[config.mk]
export PLATFORM = sky130hd
export DESIGN_NAME = epoch_seconds_to_calendar_unit
export DESIGN_NICKNAME = d
export VERILOG_FILES = /design/src/es2cal_pkg.sv /design/src/es2cal_ctrl.sv /design/src/es2cal_dp.sv /design/src/epoch_seconds_to_calendar_unit.sv
export SDC_FILE = /design/constraint.sdc
export NUM_CORES = 2
export LEC_CHECK = 0
export ABC_AREA = 1
export ABC_CLOCK_PERIOD_IN_PS = 6900
export BUFFER_PORTS_ARGS = -buffer_cell sky130_fd_sc_hd__buf_2
export CAP_MARGIN = 20
export CORE_ASPECT_RATIO = 1.75
export CORE_MARGIN = 2
export CORE_UTILIZATION = 45
export DETAILED_ROUTE_END_ITERATION = 8
export GPL_TIMING_DRIVEN = 0
export HOLD_SLACK_MARGIN = 0.08
export SETUP_SLACK_MARGIN = 0.05
export SYNTH_ARGS = -nofsm -noshare
export SYNTH_HDL_FRONTEND = slang
export SYNTH_SLANG_ARGS = --single-unit
[constraint.sdc]
create_clock -name clk -period 6.9 [get_ports clk]
set_clock_uncertainty 0.05 [all_clocks]
set_input_delay 1.035 -clock clk [delete_from_list [all_inputs] [get_ports clk]]
set_output_delay 1.035 -clock clk [all_outputs]
set_load 0.02 [all_outputs]
[src/es2cal_pkg.sv]
package es2cal_pkg;

  // datapath operations issued by the controller
  localparam logic [3:0] OP_NONE       = 4'd0;
  localparam logic [3:0] OP_LOAD_DAY   = 4'd1;
  localparam logic [3:0] OP_DAY_Q      = 4'd2;
  localparam logic [3:0] OP_SPLIT      = 4'd3;
  localparam logic [3:0] OP_HOUR_Q     = 4'd4;
  localparam logic [3:0] OP_HOUR_R     = 4'd5;
  localparam logic [3:0] OP_MIN_Q      = 4'd6;
  localparam logic [3:0] OP_MIN_R      = 4'd7;
  localparam logic [3:0] OP_YEAR_STEP  = 4'd8;
  localparam logic [3:0] OP_MONTH_INIT = 4'd9;
  localparam logic [3:0] OP_MONTH_STEP = 4'd10;
  localparam logic [3:0] OP_PUBLISH    = 4'd11;

  localparam logic signed [16:0] ZONE_RESET = 17'sd28800;

  typedef struct packed {
    logic [3:0] op;
  } cmd_t;

  typedef struct packed {
    logic year_done;
    logic month_done;
  } sts_t;

endpackage

[src/es2cal_ctrl.sv]
module es2cal_ctrl (
  input  logic             clk,
  input  logic             rst_n,
  input  logic             in_valid,
  output logic             in_stall,
  output logic             out_valid,
  input  logic             out_stall,
  input  es2cal_pkg::sts_t sts,
  output es2cal_pkg::cmd_t cmd
);
  import es2cal_pkg::*;

  localparam logic [3:0] S_IDLE   = 4'd0;
  localparam logic [3:0] S_DAY_Q  = 4'd1;
  localparam logic [3:0] S_SPLIT  = 4'd2;
  localparam logic [3:0] S_HOUR_Q = 4'd3;
  localparam logic [3:0] S_HOUR_R = 4'd4;
  localparam logic [3:0] S_MIN_Q  = 4'd5;
  localparam logic [3:0] S_MIN_R  = 4'd6;
  localparam logic [3:0] S_YEAR   = 4'd7;
  localparam logic [3:0] S_MONTH  = 4'd8;
  localparam logic [3:0] S_FINISH = 4'd9;

  logic [3:0] state_r, state_nxt;
  logic       out_valid_r, out_valid_nxt;

  assign in_stall  = (state_r != S_IDLE);
  assign out_valid = out_valid_r;

  always_comb begin
    state_nxt = state_r;
    cmd.op    = OP_NONE;
    out_valid_nxt = out_valid_r && out_stall;
    case (state_r)
      S_IDLE: begin
        if (in_valid) begin
          cmd.op    = OP_LOAD_DAY;
          state_nxt = S_DAY_Q;
        end
      end
      S_DAY_Q: begin
        cmd.op    = OP_DAY_Q;
        state_nxt = S_SPLIT;
      end
      S_SPLIT: begin
        cmd.op    = OP_SPLIT;
        state_nxt = S_HOUR_Q;
      end
      S_HOUR_Q: begin
        cmd.op    = OP_HOUR_Q;
        state_nxt = S_HOUR_R;
      end
      S_HOUR_R: begin
        cmd.op    = OP_HOUR_R;
        state_nxt = S_MIN_Q;
      end
      S_MIN_Q: begin
        cmd.op    = OP_MIN_Q;
        state_nxt = S_MIN_R;
      end
      S_MIN_R: begin
        cmd.op    = OP_MIN_R;
        state_nxt = S_YEAR;
      end
      S_YEAR: begin
        if (sts.year_done) begin
          cmd.op    = OP_MONTH_INIT;
          state_nxt = S_MONTH;
        end else begin
          cmd.op = OP_YEAR_STEP;
        end
      end
      S_MONTH: begin
        if (sts.month_done) begin
          state_nxt = S_FINISH;
        end else begin
          cmd.op = OP_MONTH_STEP;
        end
      end
      S_FINISH: begin
        // hand over only once the output register is free or draining
        if (!out_valid_r || !out_stall) begin
          cmd.op        = OP_PUBLISH;
          out_valid_nxt = 1'b1;
          state_nxt     = S_IDLE;
        end
      end
      default: begin
        state_nxt = S_IDLE;
      end
    endcase
  end

  always_ff @(posedge clk) begin
    if (!rst_n) begin
      state_r     <= S_IDLE;
      out_valid_r <= 1'b0;
    end else begin
      state_r     <= state_nxt;
      out_valid_r <= out_valid_nxt;
    end
  end

  a_accept_starts_day: assert property (@(posedge clk) disable iff (!rst_n)
    (in_valid && !in_stall) |=> (state_r == S_DAY_Q))
    else $error("accepted request did not start the day split");

  a_no_overwrite: assert property (@(posedge clk) disable iff (!rst_n)
    (state_r == S_FINISH && out_valid_r && out_stall) |=>
      (state_r == S_FINISH && out_valid_r))
    else $error("finished result left while output register was stalled");

  a_state_legal: assert property (@(posedge clk) disable iff (!rst_n)
    (state_r <= S_FINISH))
    else $error("controller in an undefined state");

endmodule

[src/es2cal_dp.sv]
module es2cal_dp (
  input  logic                clk,
  input  logic                rst_n,
  input  es2cal_pkg::cmd_t    cmd,
  output es2cal_pkg::sts_t    sts,
  input  logic                cfg_we,
  input  logic signed [16:0]  cfg_zone_offset_seconds,
  input  logic signed [32:0]  in_epoch_seconds,
  output logic [5:0]          out_second_of_minute,
  output logic [5:0]          out_minute_of_hour,
  output logic [4:0]          out_hour_of_day,
  output logic [4:0]          out_day_of_month,
  output logic [3:0]          out_month_index,
  output logic [7:0]          out_years_since_1900,
  output logic [2:0]          out_weekday,
  output logic [8:0]          out_day_of_year
);
  import es2cal_pkg::*;

  localparam logic [16:0] SEC_PER_DAY   = 17'd86400;
  localparam logic [11:0] SEC_PER_HOUR  = 12'd3600;
  localparam logic [5:0]  SEC_PER_MIN   = 6'd60;
  localparam logic [10:0] DAYS_PER_FOUR = 11'd1461;
  localparam logic [7:0]  BASE_YEAR     = 8'd70;

  // reciprocals, exact over the operand ranges seen here:
  // days = (t >> 7) / 675, hour = (sod >> 4) / 225, minute = (soh >> 2) / 15
  localparam logic [52:0] RECIP_DAY   = 53'd101806633;  // ceil(2^36 / 675)
  localparam logic [25:0] RECIP_HOUR  = 26'd9321;       // ceil(2^21 / 225)
  localparam logic [19:0] RECIP_MIN   = 20'd1093;       // ceil(2^14 / 15)
  localparam logic [32:0] RECIP_BLOCK = 33'd91868;      // ceil(2^27 / 1461)

  function automatic logic [4:0] month_len(input logic [3:0] m);
    case (m)
      4'd1:                      month_len = 5'd28;
      4'd3, 4'd5, 4'd8, 4'd10:   month_len = 5'd30;
      default:                   month_len = 5'd31;
    endcase
  endfunction

  // 8 == 1 mod 7, so octal digits can be summed and folded
  function automatic logic [2:0] mod7(input logic [15:0] x);
    logic [5:0] s;
    logic [3:0] f1;
    logic [2:0] f2;
    s  = 6'(x[2:0]) + 6'(x[5:3]) + 6'(x[8:6]) + 6'(x[11:9]) + 6'(x[14:12]) + 6'(x[15]);
    f1 = 4'(s[5:3]) + 4'(s[2:0]);
    f2 = 3'(f1[3]) + f1[2:0];
    mod7 = (f2 == 3'd7) ? 3'd0 : f2;
  endfunction

  logic signed [16:0] offset_r;

  logic [32:0] t_r;
  logic [15:0] days_r;
  logic [16:0] sod_r;
  logic [11:0] soh_r;
  logic [5:0]  blk_r;
  logic [2:0]  wday_r;
  logic [4:0]  hour_r;
  logic [5:0]  min_r, sec_r;
  logic [7:0]  year_r;
  logic [10:0] ydays_r;
  logic [8:0]  yday_r;
  logic [8:0]  mday_r;
  logic [3:0]  mon_r;
  logic        feb29_r;

  logic [33:0] sum;
  logic [32:0] t;
  logic        leap;
  logic [8:0]  year_len;
  logic [8:0]  day1;
  logic        m_leap;
  logic [4:0]  cur_len;

  assign sum = {in_epoch_seconds[32], in_epoch_seconds}
             + {{17{offset_r[16]}}, offset_r};
  assign t   = sum[33] ? 33'd0 : sum[32:0];

  assign leap     = (year_r[1:0] == 2'd0);
  assign year_len = leap ? 9'd366 : 9'd365;
  assign day1     = ydays_r[8:0] + 9'd1;
  assign m_leap   = leap;
  assign cur_len  = month_len(mon_r);

  assign sts.year_done  = (ydays_r < {2'b00, year_len});
  assign sts.month_done = feb29_r || (mon_r == 4'd11) || ({4'b0000, cur_len} >= mday_r);

  always_ff @(posedge clk) begin
    if (!rst_n) begin
      offset_r <= ZONE_RESET;
    end else if (cfg_we) begin
      offset_r <= cfg_zone_offset_seconds;
    end
  end

  always_ff @(posedge clk) begin
    case (cmd.op)
      OP_LOAD_DAY: begin
        t_r <= t;
      end
      OP_DAY_Q: begin
        days_r <= 16'((53'(t_r[32:7]) * RECIP_DAY) >> 36);
      end
      OP_SPLIT: begin
        // remainders fit their narrow widths, so the products wrap harmlessly
        sod_r  <= t_r[16:0] - 17'(days_r) * SEC_PER_DAY;
        wday_r <= mod7(days_r + 16'd4);
        blk_r  <= 6'((33'(days_r) * RECIP_BLOCK) >> 27);
      end
      OP_HOUR_Q: begin
        hour_r  <= 5'((26'(sod_r[16:4]) * RECIP_HOUR) >> 21);
        year_r  <= {blk_r, 2'b00} + BASE_YEAR;
        ydays_r <= days_r[10:0] - 11'(blk_r) * DAYS_PER_FOUR;
      end
      OP_HOUR_R: begin
        soh_r <= sod_r[11:0] - 12'(hour_r) * SEC_PER_HOUR;
      end
      OP_MIN_Q: begin
        min_r <= 6'((20'(soh_r[11:2]) * RECIP_MIN) >> 14);
      end
      OP_MIN_R: begin
        sec_r <= soh_r[5:0] - 6'(min_r) * SEC_PER_MIN;
      end
      OP_YEAR_STEP: begin
        ydays_r <= ydays_r - {2'b00, year_len};
        year_r  <= year_r + 8'd1;
      end
      OP_MONTH_INIT: begin
        yday_r  <= ydays_r[8:0];
        mon_r   <= 4'd0;
        feb29_r <= m_leap && (day1 == 9'd60);
        // past february 29 the common-year table applies after one day back
        mday_r  <= (m_leap && day1 > 9'd60) ? day1 - 9'd1 : day1;
      end
      OP_MONTH_STEP: begin
        mday_r <= mday_r - {4'b0000, cur_len};
        mon_r  <= mon_r + 4'd1;
      end
      OP_PUBLISH: begin
        out_second_of_minute <= sec_r;
        out_minute_of_hour   <= min_r;
        out_hour_of_day      <= hour_r;
        out_day_of_month     <= feb29_r ? 5'd29 : mday_r[4:0];
        out_month_index      <= feb29_r ? 4'd1 : mon_r;
        out_years_since_1900 <= year_r;
        out_weekday          <= wday_r;
        out_day_of_year      <= yday_r;
      end
      default: begin
      end
    endcase
  end

  a_min_rem: assert property (@(posedge clk) disable iff (!rst_n)
    (cmd.op == OP_MIN_Q) |-> (soh_r < SEC_PER_HOUR))
    else $error("remainder after hour split too large");

  a_year_fits: assert property (@(posedge clk) disable iff (!rst_n)
    (cmd.op == OP_MONTH_INIT) |-> (ydays_r < 11'd366))
    else $error("day of year out of range after year correction");

  a_mday_range: assert property (@(posedge clk) disable iff (!rst_n)
    (cmd.op == OP_PUBLISH) |->
      (feb29_r || (mday_r != 9'd0 && mday_r <= 9'd31 && mon_r <= 4'd11)))
    else $error("month walk ended with an invalid day");

endmodule

[src/epoch_seconds_to_calendar_unit.sv]
// channel   direction  handshake           payload
// in        input      in_valid/in_stall   in_epoch_seconds
// out       output     out_valid/out_stall out_second_of_minute .. out_day_of_year
// cfg       input      cfg_valid/cfg_ready cfg_zone_offset_seconds
//
// one request at a time: from acceptance to the result register it runs six fixed
// reciprocal-multiply and remainder steps, a year loop (up to 3 corrections), a month loop
// (up to 11 steps) and one hand-over
// in_stall drops again the cycle after the result is handed to the output register
// a result waiting under out_stall holds; the next request is still taken meanwhile
// reset (synchronous, active low) clears control and sets the zone offset to 28800
module epoch_seconds_to_calendar_unit (
  input  logic               clk,
  input  logic               rst_n,
  input  logic               in_valid,
  output logic               in_stall,
  input  logic signed [32:0] in_epoch_seconds,
  output logic               out_valid,
  input  logic               out_stall,
  output logic [5:0]         out_second_of_minute,
  output logic [5:0]         out_minute_of_hour,
  output logic [4:0]         out_hour_of_day,
  output logic [4:0]         out_day_of_month,
  output logic [3:0]         out_month_index,
  output logic [7:0]         out_years_since_1900,
  output logic [2:0]         out_weekday,
  output logic [8:0]         out_day_of_year,
  input  logic               cfg_valid,
  output logic               cfg_ready,
  input  logic signed [16:0] cfg_zone_offset_seconds
);
  import es2cal_pkg::*;

  cmd_t cmd;
  sts_t sts;

  assign cfg_ready = 1'b1;

  es2cal_ctrl u_ctrl (
    .clk       (clk),
    .rst_n     (rst_n),
    .in_valid  (in_valid),
    .in_stall  (in_stall),
    .out_valid (out_valid),
    .out_stall (out_stall),
    .sts       (sts),
    .cmd       (cmd)
  );

  es2cal_dp u_dp (
    .clk                     (clk),
    .rst_n                   (rst_n),
    .cmd                     (cmd),
    .sts                     (sts),
    .cfg_we                  (cfg_valid && cfg_ready),
    .cfg_zone_offset_seconds (cfg_zone_offset_seconds),
    .in_epoch_seconds        (in_epoch_seconds),
    .out_second_of_minute    (out_second_of_minute),
    .out_minute_of_hour      (out_minute_of_hour),
    .out_hour_of_day         (out_hour_of_day),
    .out_day_of_month        (out_day_of_month),
    .out_month_index         (out_month_index),
    .out_years_since_1900    (out_years_since_1900),
    .out_weekday             (out_weekday),
    .out_day_of_year         (out_day_of_year)
  );

endmodule
==> summary.txt <==
outcome - finished clean
Avg Inst Size Synth - 8.47 µm²
Hold Crit Start - u_dp.min_r[5]
M1 wire length - 29.2 mm
Worst slew margin - 0.326
antenna violations before repair - 1
Root Buffer - clkbuf_16
Synth-to-Final Area Change - 7.71%
CP max stage delay - 790 ps
cells after synthesis - 4008
CP startpoint - u_dp.t_r[12]
Rows - 133
Post-Route WL - 92.7 mm
largest net degree at the start of global routing - 34
CTS tree - yes
critical path's top delay family - adder cells
# DRC - 0
Worst EP required - 7170 ps
DP Area - 0.0358 mm²
H-tree depth - 1
initial DRC count - 893
wire length on met3 - 2.31 mm
fin nets - 5219
antenna viol nets, final - 0
drt pass-1 iters - 8
Port Buffer Count - 101
syn_nets - 5082
first-pass GRT wire length - 145 mm
ant diodes - 0
cells on worst reg2reg path - 22
total clock buffers created by CTS - 23
Placer Congestion - 0.943
wire length per cell - 18.2 µm
CP Launch Type - register
max-cap violations - 0
vias in the first global route - 28300
via count - 26400
synth warn - 0
unrepaired setup endpoints after global routing - false
final instance area - 0.0366 mm²
worst skew pair latency - 580 ps
area of the multi-input gates - 0.0240 mm²
Setup crit end kind - register
Die Ht - 367 µm
Hold Path Class - reg2reg
WP data arrival - 6830 ps
fmax - 152 MHz
distinct cell type count after synthesis - 48
Max Slew Vio Count - 0
Initial Util - 0.453
CP Cell Sequence - ha_1 -> inv_1 -> fa_1 -> fa_1 -> inv_1 -> fa_1 -> fa_1 -> inv_1 -> fa_1 -> inv_1 -> fa_1 -> ha_1 -> nand2_1 -> inv_1 -> a21oi_1 -> nor2_1 -> nor2_1 -> nor2_1 -> o21bai_1 -> nand3_1 -> nand2_1 -> nand2_1
Core Area - 0.0749 mm²
crit path max fanout - 10
Netlist Area Pre-Place - 0.0340 mm²
Vias per Instance - 5.16
Tcrit/Tclk final - 0.952
Worst Setup Path Type - reg2reg
Worst R2R Start - u_dp.t_r[12]
slowest CP cell - edfxtp_1
number of stages on the worst setup path - 22
DP Wirelength - 81.8 mm
filler instances - 7395
DR top layer - met5
post-layout min period - 6570 ps
Fin Setup TNS - 0 ps
most used cell, CP - fa_1
maximum buffer depth of the clock tree - 3
sequential-to-total area share from yosys stat - 0.183
total track usage - 0.245
gr ovfl total - 0
Hold Crit Depth - 0
Bufs and invs on worst path - 5
Final Hold Viols - 0
Slew @ Worst Pin - 1010 ps
die area - 0.0778 mm²
metal2 WL - 53.0 mm
count of final setup violators - 0
I/O pin cnt - 104
Die Wd - 212 µm
#FFs+latches synth - 214
share of layout cells above drive strength 1 - 0.0567
cts hold-fix bufs - 0
CTS sink count - 214
FF/Latch Area - 0.00621 mm²
Clk pin slew, worst setup/hold paths - 60 ps
==> through the flow <==
stage	util	instances	setup WS [ps]	hold WS (ps)
detailed placement	0.478	5061	215	355
CTS	0.488	5103	193	368
global placement	0.476	5054	214	351
global route	0.488	5107	167	371
finish	0.488	5107	331	367
floorplan	-	4008	1400	350
==> flip-flops by register name (all words and copies together) (netlist names), 8 cells and up <==
signal,count
u_dp.year_r,8
u_dp.soh_r,12
u_dp.ydays_r,11
u_dp.days_r,16
u_dp.t_r,33
u_dp.offset_r,17
u_dp.mday_r,9
u_dp.out_day_of_year,9
u_dp.yday_r,9
u_dp.sod_r,17
u_dp.out_years_since_1900,8
==> final cells by class <==
cell class                 instances  share of cell area
clock buffer                      28              0.0163
clock inverter                    14             0.00428
tap                              945              0.0323
buffer                            17             0.00352
inverter                         968              0.0994
multi-input combinational       2809               0.657
sequential                       214               0.170
timing repair buffer             112              0.0178
==> synthesized netlist by cell type (all sizes together) <==
cell,n,area share
o2111ai,1,0.00026
o21bai,19,0.0042
o211ai,4,0.00088
o41ai,1,0.00026
ha,661,0.24
edfxtp,192,0.17
a21oi,180,0.027
nand3b,9,0.0020
a21o,9,0.0020
o22ai,1,0.00018
nor4,13,0.0024
nor3b,1,0.00022
a21boi,6,0.0013
buf,12,0.0032
a31oi,6,0.0011
conb,1,0.00011
clkbuf,5,0.00055
clkinv,2,0.00022
and2,6,0.0011
and3,1,0.00018
o31ai,4,0.00088
xnor2,46,0.012
nor3,33,0.0050
xor2,75,0.019
nand3,148,0.022
or2,4,0.00074
nand2,740,0.083
nand4,42,0.0077
dfxtp,22,0.013
inv,966,0.11
o21a,6,0.0013
a211oi,1,0.00022
fa,358,0.21
nor2,290,0.035
o21ai,142,0.021
a22oi,1,0.00022
==> placed cells by master (no fill, tap or decap), types with 5 or more instances in the layout <==
master / Yosys / routed
inv_1: 961 / 961
nand2_1: 720 / 720
ha_1: 661 / 661
fa_1: 358 / 358
nor2_1: 253 / 250
edfxtp_1: 192 / 192
a21oi_1: 179 / 179
nand3_1: 147 / 147
o21ai_0: 132 / 130
buf_2: 1 / 102
xor2_1: 75 / 75
xnor2_1: 46 / 46
nand4_1: 42 / 42
nor2_2: 36 / 37
nor3_1: 32 / 31
clkbuf_16: 0 / 23
dfxtp_1: 22 / 22
nand2_2: 20 / 20
o21bai_1: 19 / 19
nor4_1: 13 / 12
buf_4: 5 / 11
clkbuf_1: 5 / 10
nand3b_1: 9 / 9
a21o_1: 9 / 9
o21ai_1: 8 / 9
buf_6: 6 / 7
a31oi_1: 6 / 6
a21boi_0: 6 / 6
o21a_1: 6 / 6
inv_2: 5 / 5
and2_1: 5 / 5
==> final timing paths <==
| path | end | slack, ps |
|---|---|---|
| worst max-delay path | u_dp.days_r[13] | 330 |
| worst min-delay path | u_dp.out_minute_of_hour[5] | 370 |
| worst max register to register | u_dp.days_r[13] | 330 |
| worst min register to register | u_dp.out_minute_of_hour[5] | 370 |
==> per-layer routing <==
metal,vias up,global-route usage
li1,12900,-
met1,12600,0.209
met4,2,0.182
met2,541,0.505
met5,-,0
met3,310,0.0199
==> worst register-to-register path, delay by kind of cell (launching register included) <==
family,cells,cell delay [ps]
and+or+nand+nor,7,700
buffers and inverters,5,450
adders and majority gates,8,3660
DFF,1,790
AOI/OAI and AO/OA,2,680
==> timing repair <==
action | in CTS | in global routing
endpoints found under the setup margin | 0 | 3
gates resized for setup | 0 | 1
setup buffers | 0 | 4
==> cells by family after synthesis <==
kind of cell    count (synthesis)  share of synthesized area
buf+inv                       985                      0.111
compound gates                381                     0.0609
other cells                     1                   0.000110
simple gates                 1287                      0.160
fa+ha+maj                    1019                      0.455
xor+xnor                      121                     0.0312
flops                         214                      0.183
Power is left out: the tool's default activity adds up to more than one toggle a clock period on the data nets, which glitch-free logic cannot reach.
